`src/rtl/button_gesture_classifier_top_assert.svh`:
```
// assertion macros used by the button gesture classifier core
`ifndef BUTTON_GESTURE_CLASSIFIER_TOP_ASSERT_SVH
`define BUTTON_GESTURE_CLASSIFIER_TOP_ASSERT_SVH

// same-cycle implication, clocked on clk_i, off during reset
`define BGC_ASSERT_IMP(lbl, ante, cons) \
  lbl: assert property (@(posedge clk_i) disable iff (!rst_ni) (ante) |-> (cons)) \
    else $error("bgc assertion failed");

// next-cycle implication, clocked on clk_i, off during reset
`define BGC_ASSERT_NXT(lbl, ante, cons) \
  lbl: assert property (@(posedge clk_i) disable iff (!rst_ni) (ante) |=> (cons)) \
    else $error("bgc assertion failed");

`endif

```
`src/rtl/bgc_pkg.sv`:
```
// types, constants and codes of the button gesture classifier
package bgc_pkg;

  localparam int unsigned NUM_INPUTS    = 4;
  localparam int unsigned HISTORY_DEPTH = 8;
  localparam int unsigned TIME_WIDTH    = 48;
  localparam int unsigned CH_W          = 2;
  localparam int unsigned HIST_W        = $clog2(HISTORY_DEPTH);
  localparam int unsigned THR_W         = 26;
  localparam int unsigned US_PER_MS     = 1000;
  localparam int unsigned SHORT_MIN_MS  = 20;
  localparam int unsigned PENDING_MAX   = 15;
  localparam int unsigned DOUBLE_COUNT  = 2;
  localparam int unsigned EVB_DEPTH     = 4;
  localparam int unsigned EVB_W         = $clog2(EVB_DEPTH + 1);
  localparam int unsigned HCNT_W        = $clog2(HISTORY_DEPTH + 1);
  localparam int unsigned ADDR_W        = 5;

  localparam logic [THR_W-1:0] SHORT_THR = THR_W'((SHORT_MIN_MS + 1) * US_PER_MS);

  typedef enum logic [3:0] {
    EV_CLOSED = 4'd0,
    EV_OPEN   = 4'd1,
    EV_SHORT  = 4'd2,
    EV_DOUBLE = 4'd3,
    EV_LSTART = 4'd4,
    EV_LSTOP  = 4'd5,
    EV_CSTART = 4'd6,
    EV_CSTOP  = 4'd7,
    EV_TOGGLE = 4'd8
  } ev_code_e;

  typedef enum logic [2:0] {
    REG_ENABLE     = 3'd0,
    REG_ACTIVE_LOW = 3'd1,
    REG_LONG       = 3'd2,
    REG_DCW        = 3'd3,
    REG_TOG_WIN    = 3'd4,
    REG_TOG_CLICKS = 3'd5
  } reg_idx_e;

  typedef enum logic [8:0] {
    S_IDLE  = 9'b000000001,
    S_EDGE  = 9'b000000010,
    S_LONG  = 9'b000000100,
    S_SHORT = 9'b000001000,
    S_HIST  = 9'b000010000,
    S_TOG   = 9'b000100000,
    S_TLONG = 9'b001000000,
    S_TRES  = 9'b010000000,
    S_DRAIN = 9'b100000000
  } state_e;

  typedef struct packed {
    logic                  command;
    logic [CH_W-1:0]       channel;
    logic                  level;
    logic [TIME_WIDTH-1:0] time_us;
  } in_word_t;

  typedef struct packed {
    logic [CH_W-1:0] event_channel;
    logic [3:0]      event_code;
    logic            last_event;
  } out_word_t;

  typedef struct packed {
    logic [CH_W-1:0] ch;
    ev_code_e        code;
  } ev_t;

  typedef struct packed {
    logic [NUM_INPUTS-1:0] enable_mask;
    logic [NUM_INPUTS-1:0] active_low_mask;
    logic [THR_W-1:0]      long_thr;
    logic [THR_W-1:0]      dcw_thr;
    logic [THR_W-1:0]      tog_thr;
    logic [3:0]            toggle_clicks;
  } cfg_t;

endpackage

```
`src/rtl/bgc_cfg.sv`:
```
// configuration registers with apb access and precomputed time thresholds
module bgc_cfg (
  input  logic                     clk_i,
  input  logic                     rst_ni,
  input  logic                     psel,
  input  logic                     penable,
  input  logic                     pwrite,
  input  logic [bgc_pkg::ADDR_W-1:0] paddr,
  input  logic [31:0]              pwdata,
  output logic [31:0]              prdata,
  output logic                     pready,
  output bgc_pkg::cfg_t            cfg_o
);

  logic [3:0]  enable_q, active_low_q, toggle_clicks_q;
  logic [15:0] long_q, dcw_q, tog_win_q;
  logic [bgc_pkg::THR_W-1:0] long_thr_q, dcw_thr_q, tog_thr_q;
  logic        wr_en;
  bgc_pkg::reg_idx_e idx;

  assign pready = 1'b1;
  assign wr_en  = psel & penable & pwrite;
  assign idx    = bgc_pkg::reg_idx_e'(paddr[4:2]);

  always_ff @(posedge clk_i or negedge rst_ni) begin
    if (!rst_ni) begin
      enable_q        <= 4'd15;
      active_low_q    <= 4'd14;
      long_q          <= 16'd800;
      dcw_q           <= 16'd300;
      tog_win_q       <= 16'd3000;
      toggle_clicks_q <= 4'd6;
      long_thr_q      <= bgc_pkg::THR_W'(800 * bgc_pkg::US_PER_MS);
      dcw_thr_q       <= bgc_pkg::THR_W'(300 * bgc_pkg::US_PER_MS);
      tog_thr_q       <= bgc_pkg::THR_W'(3001 * bgc_pkg::US_PER_MS);
    end else if (wr_en) begin
      unique case (idx)
        bgc_pkg::REG_ENABLE:     enable_q     <= pwdata[3:0];
        bgc_pkg::REG_ACTIVE_LOW: active_low_q <= pwdata[3:0];
        bgc_pkg::REG_LONG: begin
          long_q     <= pwdata[15:0];
          long_thr_q <= bgc_pkg::THR_W'(pwdata[15:0]) *
                        bgc_pkg::THR_W'(bgc_pkg::US_PER_MS);
        end
        bgc_pkg::REG_DCW: begin
          dcw_q     <= pwdata[15:0];
          dcw_thr_q <= bgc_pkg::THR_W'(pwdata[15:0]) *
                       bgc_pkg::THR_W'(bgc_pkg::US_PER_MS);
        end
        bgc_pkg::REG_TOG_WIN: begin
          tog_win_q <= pwdata[15:0];
          tog_thr_q <= (bgc_pkg::THR_W'(pwdata[15:0]) + bgc_pkg::THR_W'(1)) *
                       bgc_pkg::THR_W'(bgc_pkg::US_PER_MS);
        end
        bgc_pkg::REG_TOG_CLICKS: toggle_clicks_q <= pwdata[3:0];
        default: ;
      endcase
    end
  end

  always_comb begin
    unique case (idx)
      bgc_pkg::REG_ENABLE:     prdata = {28'd0, enable_q};
      bgc_pkg::REG_ACTIVE_LOW: prdata = {28'd0, active_low_q};
      bgc_pkg::REG_LONG:       prdata = {16'd0, long_q};
      bgc_pkg::REG_DCW:        prdata = {16'd0, dcw_q};
      bgc_pkg::REG_TOG_WIN:    prdata = {16'd0, tog_win_q};
      bgc_pkg::REG_TOG_CLICKS: prdata = {28'd0, toggle_clicks_q};
      default:                 prdata = 32'd0;
    endcase
  end

  assign cfg_o.enable_mask     = enable_q;
  assign cfg_o.active_low_mask = active_low_q;
  assign cfg_o.long_thr        = long_thr_q;
  assign cfg_o.dcw_thr         = dcw_thr_q;
  assign cfg_o.tog_thr         = tog_thr_q;
  assign cfg_o.toggle_clicks   = toggle_clicks_q;

endmodule

```
`src/rtl/bgc_elapsed.sv`:
```
// shared elapsed-time unit: now - then >= threshold, zero when time runs backward
module bgc_elapsed (
  input  logic [bgc_pkg::TIME_WIDTH-1:0] now_i,
  input  logic [bgc_pkg::TIME_WIDTH-1:0] then_i,
  input  logic [bgc_pkg::THR_W-1:0]      thr_i,
  output logic                           ge_o
);

  logic [bgc_pkg::TIME_WIDTH:0] diff;

  assign diff = {1'b0, now_i} - {1'b0, then_i};
  assign ge_o = diff[bgc_pkg::TIME_WIDTH] ? (thr_i == '0) :
                (diff[bgc_pkg::TIME_WIDTH-1:0] >= bgc_pkg::TIME_WIDTH'(thr_i));

endmodule

```
`src/rtl/bgc_core.sv`:
```
// gesture sequencer: per-channel state, click history and event buffer
module bgc_core (
  input  logic                 clk_i,
  input  logic                 rst_ni,
  input  bgc_pkg::cfg_t        cfg_i,
  input  logic                 in_valid_i,
  output logic                 in_ready_o,
  input  bgc_pkg::in_word_t    in_word_i,
  output logic                 out_valid_o,
  input  logic                 out_ready_i,
  output bgc_pkg::out_word_t   out_word_o
);

  localparam int unsigned N  = bgc_pkg::NUM_INPUTS;
  localparam int unsigned HD = bgc_pkg::HISTORY_DEPTH;
  localparam int unsigned TW = bgc_pkg::TIME_WIDTH;

  bgc_pkg::state_e state_q, state_d;
  logic                      level_q, level_d;
  logic [bgc_pkg::CH_W-1:0]  cidx_q, cidx_d;
  logic [TW-1:0]             t_q, t_d;

  logic [N-1:0]  pressed_q, pressed_d, fired_q, fired_d, combo_q, combo_d;
  logic [3:0]    pend_q [N];
  logic [3:0]    pend_d [N];
  logic [TW-1:0] start_q [N];
  logic [TW-1:0] start_d [N];
  logic [TW-1:0] lshort_q [N];
  logic [TW-1:0] lshort_d [N];
  logic [TW-1:0] hist_q [N][HD];
  logic [TW-1:0] hist_d [N][HD];
  logic [bgc_pkg::HIST_W-1:0] slot_q [N];
  logic [bgc_pkg::HIST_W-1:0] slot_d [N];

  logic [bgc_pkg::HIST_W-1:0] hidx_q, hidx_d;
  logic [bgc_pkg::HCNT_W-1:0] hcnt_q, hcnt_d;

  bgc_pkg::ev_t              evb_q [bgc_pkg::EVB_DEPTH];
  bgc_pkg::ev_t              evb_d [bgc_pkg::EVB_DEPTH];
  logic [bgc_pkg::EVB_W-1:0] ev_cnt_q, ev_cnt_d, rd_q, rd_d;

  logic                out_valid_q, out_valid_d, out_load;
  bgc_pkg::out_word_t  out_q, out_d;

  logic [TW-1:0]             u_then;
  logic [bgc_pkg::THR_W-1:0] u_thr;
  logic                      u_ge;
  logic                      now_pressed, ch_en;
  bgc_pkg::ev_code_e         start_code, stop_code;

  bgc_elapsed u_elapsed (
    .now_i  (t_q),
    .then_i (u_then),
    .thr_i  (u_thr),
    .ge_o   (u_ge)
  );

  always_comb begin
    unique case (state_q)
      bgc_pkg::S_SHORT: begin u_then = start_q[cidx_q];       u_thr = bgc_pkg::SHORT_THR; end
      bgc_pkg::S_HIST:  begin u_then = hist_q[cidx_q][hidx_q]; u_thr = cfg_i.tog_thr;    end
      bgc_pkg::S_TRES:  begin u_then = lshort_q[cidx_q];      u_thr = cfg_i.dcw_thr;     end
      default:          begin u_then = start_q[cidx_q];       u_thr = cfg_i.long_thr;    end
    endcase
  end

  assign ch_en       = ({1'b0, cidx_q} < (bgc_pkg::CH_W + 1)'(N)) && cfg_i.enable_mask[cidx_q];
  assign now_pressed = cfg_i.active_low_mask[cidx_q] ? !level_q : level_q;
  assign start_code  = combo_q[cidx_q] ? bgc_pkg::EV_CSTART : bgc_pkg::EV_LSTART;
  assign stop_code   = combo_q[cidx_q] ? bgc_pkg::EV_CSTOP : bgc_pkg::EV_LSTOP;
  assign out_load    = (state_q == bgc_pkg::S_DRAIN) && (rd_q != ev_cnt_q) &&
                       (!out_valid_q || out_ready_i);

  always_comb begin
    state_d     = state_q;
    level_d     = level_q;
    cidx_d      = cidx_q;
    t_d         = t_q;
    pressed_d   = pressed_q;
    fired_d     = fired_q;
    combo_d     = combo_q;
    pend_d      = pend_q;
    start_d     = start_q;
    lshort_d    = lshort_q;
    hist_d      = hist_q;
    slot_d      = slot_q;
    hidx_d      = hidx_q;
    hcnt_d      = hcnt_q;
    evb_d       = evb_q;
    ev_cnt_d    = ev_cnt_q;
    rd_d        = rd_q;
    out_d       = out_q;
    out_valid_d = out_valid_q;

    if (out_valid_q && out_ready_i) begin
      out_valid_d = 1'b0;
    end

    unique case (state_q)
      bgc_pkg::S_IDLE: begin
        if (in_valid_i) begin
          level_d = in_word_i.level;
          t_d     = in_word_i.time_us;
          cidx_d  = in_word_i.command ? '0 : in_word_i.channel;
          state_d = in_word_i.command ? bgc_pkg::S_TLONG : bgc_pkg::S_EDGE;
        end
      end
      bgc_pkg::S_EDGE: begin
        state_d = bgc_pkg::S_DRAIN;
        if (ch_en && now_pressed && !pressed_q[cidx_q]) begin
          pressed_d[cidx_q] = 1'b1;
          start_d[cidx_q]   = t_q;
          fired_d[cidx_q]   = 1'b0;
          combo_d[cidx_q]   = pend_q[cidx_q] != 4'd0;
          evb_d[ev_cnt_q[1:0]] = '{ch: cidx_q, code: bgc_pkg::EV_CLOSED};
          ev_cnt_d = ev_cnt_q + 1'b1;
        end else if (ch_en && !now_pressed && pressed_q[cidx_q]) begin
          pressed_d[cidx_q] = 1'b0;
          evb_d[ev_cnt_q[1:0]] = '{ch: cidx_q, code: bgc_pkg::EV_OPEN};
          if (fired_q[cidx_q]) begin
            evb_d[ev_cnt_q[1:0] + 2'd1] = '{ch: cidx_q, code: stop_code};
            ev_cnt_d = ev_cnt_q + 2'd2;
            pend_d[cidx_q]   = 4'd0;
            lshort_d[cidx_q] = '0;
            combo_d[cidx_q]  = 1'b0;
          end else begin
            ev_cnt_d = ev_cnt_q + 1'b1;
            state_d  = bgc_pkg::S_LONG;
          end
        end
      end
      bgc_pkg::S_LONG: begin
        if (u_ge) begin
          fired_d[cidx_q] = 1'b1;
          evb_d[ev_cnt_q[1:0]]        = '{ch: cidx_q, code: start_code};
          evb_d[ev_cnt_q[1:0] + 2'd1] = '{ch: cidx_q, code: stop_code};
          ev_cnt_d = ev_cnt_q + 2'd2;
          pend_d[cidx_q]   = 4'd0;
          lshort_d[cidx_q] = '0;
          combo_d[cidx_q]  = 1'b0;
          state_d = bgc_pkg::S_DRAIN;
        end else begin
          state_d = bgc_pkg::S_SHORT;
        end
      end
      bgc_pkg::S_SHORT: begin
        if (u_ge) begin
          hist_d[cidx_q][slot_q[cidx_q]] = t_q;
          slot_d[cidx_q] = (slot_q[cidx_q] == bgc_pkg::HIST_W'(HD - 1)) ? '0 :
                           slot_q[cidx_q] + 1'b1;
          hidx_d  = '0;
          hcnt_d  = '0;
          state_d = bgc_pkg::S_HIST;
        end else begin
          state_d = bgc_pkg::S_DRAIN;
        end
      end
      bgc_pkg::S_HIST: begin
        if ((hist_q[cidx_q][hidx_q] != '0) && !u_ge) begin
          hcnt_d = hcnt_q + 1'b1;
        end
        hidx_d = hidx_q + 1'b1;
        if (hidx_q == bgc_pkg::HIST_W'(HD - 1)) begin
          state_d = bgc_pkg::S_TOG;
        end
      end
      bgc_pkg::S_TOG: begin
        if (bgc_pkg::HCNT_W'(hcnt_q) >= bgc_pkg::HCNT_W'(cfg_i.toggle_clicks) &&
            {1'b0, cfg_i.toggle_clicks} <= 5'(hcnt_q)) begin
          for (int i = 0; i < HD; i++) begin
            hist_d[cidx_q][i] = '0;
          end
          pend_d[cidx_q]   = 4'd0;
          lshort_d[cidx_q] = '0;
          evb_d[ev_cnt_q[1:0]] = '{ch: cidx_q, code: bgc_pkg::EV_TOGGLE};
          ev_cnt_d = ev_cnt_q + 1'b1;
        end else begin
          if (pend_q[cidx_q] < 4'(bgc_pkg::PENDING_MAX)) begin
            pend_d[cidx_q] = pend_q[cidx_q] + 1'b1;
          end
          lshort_d[cidx_q] = t_q;
        end
        combo_d[cidx_q] = 1'b0;
        state_d = bgc_pkg::S_DRAIN;
      end
      bgc_pkg::S_TLONG: begin
        if (ch_en && pressed_q[cidx_q] && !fired_q[cidx_q] && u_ge) begin
          fired_d[cidx_q] = 1'b1;
          evb_d[ev_cnt_q[1:0]] = '{ch: cidx_q, code: start_code};
          ev_cnt_d = ev_cnt_q + 1'b1;
        end
        cidx_d = cidx_q + 1'b1;
        if (cidx_q == bgc_pkg::CH_W'(N - 1)) begin
          cidx_d  = '0;
          state_d = bgc_pkg::S_TRES;
        end
      end
      bgc_pkg::S_TRES: begin
        if (ch_en && (pend_q[cidx_q] != 4'd0) && !pressed_q[cidx_q] && u_ge) begin
          evb_d[ev_cnt_q[1:0]] = '{ch: cidx_q,
              code: (pend_q[cidx_q] == 4'(bgc_pkg::DOUBLE_COUNT)) ?
                    bgc_pkg::EV_DOUBLE : bgc_pkg::EV_SHORT};
          ev_cnt_d = ev_cnt_q + 1'b1;
          pend_d[cidx_q]   = 4'd0;
          lshort_d[cidx_q] = '0;
        end
        cidx_d = cidx_q + 1'b1;
        if (cidx_q == bgc_pkg::CH_W'(N - 1)) begin
          state_d = bgc_pkg::S_DRAIN;
        end
      end
      bgc_pkg::S_DRAIN: begin
        if (rd_q == ev_cnt_q) begin
          rd_d     = '0;
          ev_cnt_d = '0;
          state_d  = bgc_pkg::S_IDLE;
        end else if (out_load) begin
          out_d.event_channel = evb_q[rd_q[1:0]].ch;
          out_d.event_code    = evb_q[rd_q[1:0]].code;
          out_d.last_event    = (rd_q + 1'b1) == ev_cnt_q;
          out_valid_d         = 1'b1;
          rd_d                = rd_q + 1'b1;
        end
      end
      default: state_d = bgc_pkg::S_IDLE;
    endcase
  end

  always_ff @(posedge clk_i or negedge rst_ni) begin
    if (!rst_ni) begin
      state_q     <= bgc_pkg::S_IDLE;
      pressed_q   <= '0;
      fired_q     <= '0;
      combo_q     <= '0;
      ev_cnt_q    <= '0;
      rd_q        <= '0;
      out_valid_q <= 1'b0;
      for (int c = 0; c < N; c++) begin
        pend_q[c]   <= '0;
        start_q[c]  <= '0;
        lshort_q[c] <= '0;
        slot_q[c]   <= '0;
        for (int i = 0; i < HD; i++) begin
          hist_q[c][i] <= '0;
        end
      end
    end else begin
      state_q     <= state_d;
      pressed_q   <= pressed_d;
      fired_q     <= fired_d;
      combo_q     <= combo_d;
      ev_cnt_q    <= ev_cnt_d;
      rd_q        <= rd_d;
      out_valid_q <= out_valid_d;
      pend_q      <= pend_d;
      start_q     <= start_d;
      lshort_q    <= lshort_d;
      slot_q      <= slot_d;
      hist_q      <= hist_d;
    end
  end

  always_ff @(posedge clk_i) begin
    level_q <= level_d;
    cidx_q  <= cidx_d;
    t_q     <= t_d;
    hidx_q  <= hidx_d;
    hcnt_q  <= hcnt_d;
    evb_q   <= evb_d;
    out_q   <= out_d;
  end

  assign in_ready_o  = (state_q == bgc_pkg::S_IDLE);
  assign out_valid_o = out_valid_q;
  assign out_word_o  = out_q;

  `include "button_gesture_classifier_top_assert.svh"

  `BGC_ASSERT_IMP(a_state_onehot, 1'b1, $onehot(state_q))
  `BGC_ASSERT_IMP(a_idle_empty, state_q == bgc_pkg::S_IDLE, ev_cnt_q == '0 && rd_q == '0)
  `BGC_ASSERT_IMP(a_buf_bound, 1'b1,
                  ev_cnt_q <= bgc_pkg::EVB_W'(bgc_pkg::EVB_DEPTH) && rd_q <= ev_cnt_q)
  `BGC_ASSERT_NXT(a_load_valid, out_load, out_valid_q)

endmodule

```
`src/rtl/button_gesture_classifier_top.sv`:
```
// top level of the button gesture classifier
// usage:
//   in channel: in_valid_i/in_ready_o carry one word (command, channel, level,
//   time_us). command 0 reports a settled edge of one button channel, command 1
//   is a time tick that scans all channels for long holds and pending clicks.
//   out channel: out_valid_o/out_ready_i carry one event word per handshake;
//   last_event marks the final event caused by an input word (a word may cause
//   none). configuration through the apb port, only while the block is idle.
//   timing: in_ready_o is high only while the sequencer is idle. an edge word
//   may walk the history of eight slots, a tick makes two passes over four
//   channels, then the event buffer drains into the output register one event
//   per cycle while the receiver is ready, and the sequencer returns to idle.
//   all time compares go through one shared subtract and compare unit.
//   when the receiver stalls, draining holds and the block stays busy.
//   reset clears all channel state and click history and loads the default
//   register values.
module button_gesture_classifier_top (
  input  logic                       clk_i,
  input  logic                       rst_ni,
  input  logic                       in_valid_i,
  output logic                       in_ready_o,
  input  bgc_pkg::in_word_t          in_word_i,
  output logic                       out_valid_o,
  input  logic                       out_ready_i,
  output bgc_pkg::out_word_t         out_word_o,
  input  logic                       psel,
  input  logic                       penable,
  input  logic                       pwrite,
  input  logic [bgc_pkg::ADDR_W-1:0] paddr,
  input  logic [31:0]                pwdata,
  output logic [31:0]                prdata,
  output logic                       pready
);

  bgc_pkg::cfg_t cfg;

  bgc_cfg u_cfg (
    .clk_i   (clk_i),
    .rst_ni  (rst_ni),
    .psel    (psel),
    .penable (penable),
    .pwrite  (pwrite),
    .paddr   (paddr),
    .pwdata  (pwdata),
    .prdata  (prdata),
    .pready  (pready),
    .cfg_o   (cfg)
  );

  bgc_core u_core (
    .clk_i       (clk_i),
    .rst_ni      (rst_ni),
    .cfg_i       (cfg),
    .in_valid_i  (in_valid_i),
    .in_ready_o  (in_ready_o),
    .in_word_i   (in_word_i),
    .out_valid_o (out_valid_o),
    .out_ready_i (out_ready_i),
    .out_word_o  (out_word_o)
  );

endmodule

```
`config.mk`:
```
export PLATFORM = sky130hd
export DESIGN_NAME = button_gesture_classifier_top
export DESIGN_NICKNAME = d
export VERILOG_FILES = /design/src/rtl/bgc_pkg.sv /design/src/rtl/bgc_cfg.sv /design/src/rtl/bgc_elapsed.sv /design/src/rtl/bgc_core.sv /design/src/rtl/button_gesture_classifier_top.sv
export VERILOG_INCLUDE_DIRS = /design/src /design/src/rtl
export SDC_FILE = /design/constraint.sdc
export NUM_CORES = 2
export LEC_CHECK = 0
export BUFFER_PORTS_ARGS = -buffer_cell sky130_fd_sc_hd__buf_4
export CORE_UTILIZATION = 55
export DETAILED_ROUTE_END_ITERATION = 12
export MAX_ROUTING_LAYER = met4
export PLACE_DENSITY_LB_ADDON = 0.05
export SLEW_MARGIN = 20
export SYNTH_ARGS = -nofsm -noshare
export SYNTH_HDL_FRONTEND = slang
export SYNTH_SLANG_ARGS = --single-unit
export TNS_END_PERCENT = 100
```
`constraint.sdc`:
```
create_clock -name clk_i -period 7.65 [get_ports clk_i]
set_input_delay 1.53 -clock clk_i [delete_from_list [all_inputs] [get_ports clk_i]]
set_output_delay 1.53 -clock clk_i [all_outputs]
set_load 0.01 [all_outputs]
```
== Word-level counts from Yosys, hierarchy flattened ==
Index checks and enable logic that the tools add are counted.

* Muxes and demuxes: 158
* $mul: 2
* Order comparisons: 16
* Reductions and logical operators: 64
* Eq/ne operators: 39
* Bitwise logic cells: 35
* $add $sub $neg: 11

{| class="wikitable"
|+ Operators with widths
! operator !! count
|-
| $and A1536 B1536 Y1536 || 8
|-
| $not A1536 Y1536 || 8
|-
| $demux W384 S2 || 9
|-
| $mux W1536 || 2
|-
| $pmux W1536 S2 || 1
|-
| $bwmux W1536 || 1
|-
| $mux W384 || 4
|-
| $mux W192 || 7
|-
| $bmux W384 S2 || 1
|-
| $pmux W192 S4 || 1
|-
| $mux W48 || 9
|-
| $bwmux W192 || 2
|-
| $mux W336 || 1
|-
| $mux W288 || 1
|-
| $mux W240 || 1
|-
| $and A192 B192 Y192 || 1
|-
| $bmux W48 S2 || 2
|-
| $not A192 Y192 || 1
|-
| $bwmux W24 || 7
|-
| $mux W24 || 7
|-
| $bmux W48 S3 || 1
|-
| $demux W48 S3 || 1
|-
| $mux W144 || 1
|-
| $pmux W24 S5 || 1
|-
| 94 further kinds || 247
|}

* Output and inout port bits: 42
* Bits of input ports: 96
* Word-level logic and storage cells: 405
* Bits in registers: 2194

== Logic depth before layout (Yosys ltp) ==
* Depth in word-level cells: 16
* Mapped depth: 38
* Gate-level depth less buffers: 30

== Cells and area by module ==
Synthesis repeated with hierarchy kept, for this count alone.

* Cell total of the unflattened synthesis: 9818
* Area total of the unflattened synthesis: 105807.7 µm²

{| class="wikitable"
|+ By module, submodules not included
! module !! cells each !! sequential area each (µm²) !! area each (µm²) !! times used
|-
| bgc_core || 8144 || 52121.2 || 90840.9 || 1
|-
| bgc_cfg || 1069 || 3188.1 || 11020.6 || 1
|-
| bgc_elapsed || 605 || 0.0 || 3946.3 || 1
|}

== Worst setup path after synthesis ==
Ideal clock, no wire load.

* Path type: reg2reg
* From: reg u_core.cidx_q[0] (netlist bit)
* To: reg u_core.slot_q[10] (netlist bit)
* Buffers on the path: 9
* Cell stages (with the launch flop): 37
* Period minus slack after synthesis: 8401 ps
* Data required time: 7525 ps
* Data arrival time: 8276 ps
* Path slack: -751 ps
* Library setup time: 125 ps
* Cell sequence: edfxtp_1 > clkbuf_1 > buf_2 > buf_2 > buf_2 > clkbuf_1 > buf_2 > buf_1 > mux4_2 > a22oi_1 > o21ai_0 > ha_1 > nand2b_1 > a21o_1 > a21oi_1 > o21a_1 > a21oi_1 > o21ai_0 > nand3_1 > and2_1 > o21ai_0 > xor2_1 > ha_1 > a21o_1 > a21o_1 > a21oi_1 > o21ai_0 > a21oi_1 > nand4_1 > nor4_1 > nand4b_1 > nor4_4 > a31oi_4 > buf_2 > nand3_1 > buf_2 > mux2_2

* Word-level cells in the longest chain between the ends: 12
* Elaborated cells on any way between the ends: 30
* Those cells by class: 2 x add/sub; 3 x order compare; 1 x eq/ne; 21 x mux; 1 x bitwise; 2 x reduce/logical

{| class="wikitable"
|+ RTL lines
! element !! RTL line !! source
|-
| start, declared || bgc_core.sv:20 || <nowiki>logic [bgc_pkg::CH_W-1:0] cidx_q, cidx_d;</nowiki>
|-
| start signal, assigned || bgc_core.sv:265 || <nowiki>cidx_q <= cidx_d;</nowiki>
|-
| $not A2 Y3 * || - ||
|-
| $bmux W384 S2 || bgc_core.sv:61 || <nowiki>bgc_pkg::S_HIST: begin u_then = hist_q[cidx_q][hidx_q]; u_thr = cfg_i.tog_thr; end</nowiki>
|-
| $mux W384 (implied by the code) (2 in series) || bgc_core.sv:61 ||
|-
| $bmux W48 S3 || bgc_core.sv:61 ||
|-
| $mux W48 (implied by the code) (2 in series) || bgc_core.sv:61 ||
|-
| $pmux W48 S2 || bgc_core.sv:59 || <nowiki>unique case (state_q)</nowiki>
|-
| $sub A48 B48 Y49 || bgc_elapsed.sv:11 || <nowiki>assign diff = {1'b0, now_i} - {1'b0, then_i};</nowiki>
|-
| $ge A48 B26 Y1 || bgc_elapsed.sv:13 || <nowiki>(diff[bgc_pkg::TIME_WIDTH-1:0] >= bgc_pkg::TIME_WIDTH'(thr_i));</nowiki>
|-
| $mux W1 || bgc_elapsed.sv:12 || <nowiki>assign ge_o = diff[bgc_pkg::TIME_WIDTH] ? (thr_i == '0) :</nowiki>
|-
| $reduce_and A2 Y1 (no source line) || - ||
|-
| end signal, assigned || bgc_core.sv:258 || <nowiki>slot_q <= slot_d;</nowiki>
|-
| end, declared || bgc_core.sv:32 || <nowiki>logic [bgc_pkg::HIST_W-1:0] slot_q [N];</nowiki>
|}

Mark *: on every way between the ends. The rest lies on a longest branch, timed or not. The select of a mux whose other input is x is not followed.
A chain may end at the register's enable or synchronous reset.

== Worst setup path in the final report ==
* From: reg u_core.cidx_q[0] (netlist bit)
* To: reg u_core.hist_q[969] (netlist bit)

* Word-level cells in the longest chain between the ends: 14
* Elaborated cells on any way between the ends: 62
* Those cells by class: 1 x add/sub; 5 x order compare; 1 x eq/ne; 34 x mux; 18 x bitwise; 3 x reduce/logical

{| class="wikitable"
|+ RTL lines
! element !! RTL line !! source
|-
| $not A2 Y3 (implied by the code) * || - ||
|-
| parallel branches: the longest is 13 deep, another holds $sub A48 B48 Y49 || - ||
|-
| end signal, assigned || bgc_core.sv:259 || <nowiki>hist_q <= hist_d;</nowiki>
|-
| end, declared || bgc_core.sv:30 || <nowiki>logic [TW-1:0] hist_q [N][HD];</nowiki>
|}

Every way passes the cells marked *. The select of a mux whose other input is x is not followed.

==> results.ini <==
[timing]
setup_violations = 1766
fin_worst_skew_ns = 0.0368
rsz0062_at_grt = true
timing.final.crit_share_pct = 104
hold_viol = 0
min_period_ns = 7.94
report.final.slew_viol_count = 0
tns_ns = -283.93
setup_slack_ns = -0.291
tightest_slew_ns = 1.23
maxSlewHeadroom_pct = 18.1
timing.fmax_mhz = 126

[clock_network]
path_clk_slew_ns = 0.06
cts_inserted_buffers = 224
htreeDepth = 4
clk_latency_ns = 0.90
numClockSinks = 2190
cts_root_buf = clkbuf_16
cts_buffer_depth = 3
cts_tree = done

[floorplan]
die_x_um = 443
rows = 161
design.core.area_sq_um = 193000
die_h_um = 443
pin_count = 138
start_util_pct = 55.4
dieArea_sq_um = 196000

[critical_path]
cp_data_required_time_ns = 8.44
r2r_start = u_core.cidx_q[0]$_DFFE_PP_
cp_top_family = compound AO/OA/AOI/OAI gates
start_kind = flip-flop
crit_arrival_ns = 8.73
crit_fanout = 8
critical_path_class = reg2reg
slowest_stage = mux4_2
cpPeakStageDelay_ns = 0.54
cp-end-kind = flip-flop
critical_path.n_buffers_inverters = 11
crit_start = u_core.cidx_q[0]$_DFFE_PP_

[cells_and_area]
layout_common_cells = dfrtp_1 (2,052), o2bb2ai_1 (1,439), nand2_1 (1,001)
multi_input_area_sq_um = 48000
area_growth_pct = 19.4
final_area_sq_um = 128000
fin_nets = 9136
seqCellArea_sq_um = 55300
final_common_cell = dfrtp_1
n_fill_cell = 14000
layout-drive-gt1-share_pct = 28.0

[routing]
detail_route.vias_per_cell = 6.81
first_pass_iters = 6
first_iter_violations = 7920
drc = 0
vias = 78000
wl_per_cell_um = 31.5
ant_nets = 0
wirelength_um = 361000

[global_routing]
grt_use_total_pct = 37.4
grt_max_degree = 184
grt_pass1_vias = 80200
grt_pass1_wl_um = 531000
grt_overflow = 0
antenna_found_initial = 12

[run_status]
failed_checks = negative setup slack
status = complete, but fails checks

[logic_synthesis]
synthArstFlopShare_pct = 95.9
ys_ff_latch = 2190
ys.flop_type = dfrtp_1
synth_area_sq_um = 107000
synthCells = 8210
synth_edf_count = 89
synth_warnings = 0
seq_area_frac_synth_pct = 51.8
avgSynthCellArea_sq_um = 13.0
ys_types = 93

[pwr]
powerDensity_nw_per_um2 = 275
leakage_nw = 55.6
ir_drop_mv = 0.205

[place]
routabilityCongestion = 0.906
port_buffers = 102
post_dp_cell_area_sq_um = 116000
hpwl_um = 224000

[flow_run]
max_cap_violations = 0

[worst_hold_path]
min_from = u_cfg.long_q[8]$_DFFE_PN1P_
hold_class = reg2reg

[flip-flops by register name, summed over array words and instances (netlist names), 21 cells and up, named ones only]
name,flops
u_cfg.dcw_thr_q,21
u_core.hist_q,1536
u_core.lshort_q,192
u_cfg.long_thr_q,21
u_core.evb_q,22
u_core.start_q,192
u_core.t_q,48
u_cfg.tog_thr_q,23
[worst paths after layout]
path	end	slack, ns	cells past startpoint
worst max-delay path	u_core.hist_q[969]$_DFFE_PN0P_	-0.29	36
worst min-delay path	u_cfg.long_q[8]$_DFFE_PN1P_	0.46	2
worst max register to register	u_core.hist_q[969]$_DFFE_PN0P_	-0.29	36
worst min register to register	u_cfg.long_q[8]$_DFFE_PN1P_	0.46	2
max in group asynchronous	u_core.hist_q[461]$_DFFE_PN0P_	5.07	3
min in group asynchronous	u_core.lshort_q[144]$_DFFE_PN0P_	0.67	1
[metal layers]
| layer | up-vias | global-route usage, % | part of all wire [%] |
|---|---|---|---|
| met4 | 0 | 15.5 | 5.0 |
| li1 | 32200 | - | - |
| met3 | 922 | 7.28 | 8.7 |
| met5 | - | - | 0 |
| met2 | 3962 | 57.1 | 47 |
| met1 | 40900 | 49.5 | 39 |
[cell usage after synthesis (all sizes together), types with 28 or more instances]
cell / n / area share, %
o2bb2ai: 1485 / 12
mux2i: 61 / 0.57
xor2: 32 / 0.26
xnor2: 67 / 0.55
nand3: 32 / 0.15
a21oi: 129 / 0.61
a21o: 42 / 0.30
or2: 31 / 0.18
inv: 233 / 0.82
edfxtp: 89 / 2.5
nor4: 28 / 0.21
mux2: 240 / 2.5
o21ai: 333 / 1.6
a22oi: 30 / 0.21
a221oi: 56 / 0.46
nor2: 153 / 0.54
fa: 112 / 2.1
mux4: 594 / 13
dfstp: 49 / 1.2
buf: 393 / 2.4
ha: 196 / 2.3
nand2: 1002 / 3.5
clkbuf: 356 / 1.3
nand4: 33 / 0.20
a22o: 72 / 0.59
dfrtp: 2052 / 48
[worst min-delay path: cells and delay by family (launching register included)]
| family | cells | cell delay (ns) |
|---|---|---|
| AND/OR/NAND/NOR | 2 | 0.10 |
| flip-flops | 1 | 0.36 |
[cells by family after synthesis]
logic type                 Yosys count  synth area share, %
adders and majority gates          308                 4.39
DFF                               2190                 51.8
AOI/OAI and AO/OA                 2309                 17.3
buffers and inverters              983                 4.43
other                                2              0.00703
xor gates and xnor gates            99                0.811
muxes                              895                 15.6
and+or+nand+nor                   1424                 5.69
[through the flow]
step	total power [W]	setup WS (ns)	hold WS, ns	utilization, %	std cells
finish	0.0351	-0.291	0.458	66.2	11500
detailed placement	0.0230	-0.923	0.449	60.1	10900
global placement	0.0230	-0.773	0.448	60.1	10900
CTS	0.0351	-0.172	0.459	65.5	11400
floorplan	0.0191	0.0140	0.437	-	8225
global route	0.0365	-0.585	0.472	66.2	11500
[report_power, final]
group          switching (W)  internal (W)  total [W]
logic                0.00600       0.00477     0.0108
clock network        0.00479       0.00659     0.0114
registers           0.000673        0.0123     0.0130
total                 0.0115        0.0237     0.0351
[cell type report]
class	count	area share (%)
well taps	2526	2.48
clock inverters	63	0.620
diodes	4	0.00784
clock buffers	353	5.36
inverters	234	0.688
multi-input cells	5052	37.6
flip-flops and latches	2190	43.3
repair buffers	1030	9.88
[repair_timing]
item | CTS | global route
buffers inserted | 73 | 36
resized for setup | 254 | 66
pin swaps | 68 | 18
setup endpoints to repair | 1801 | 1801
cloned | 31 | 24
hold buffers | 0 | 0
Note: power is estimated with default switching activity, not from simulation.
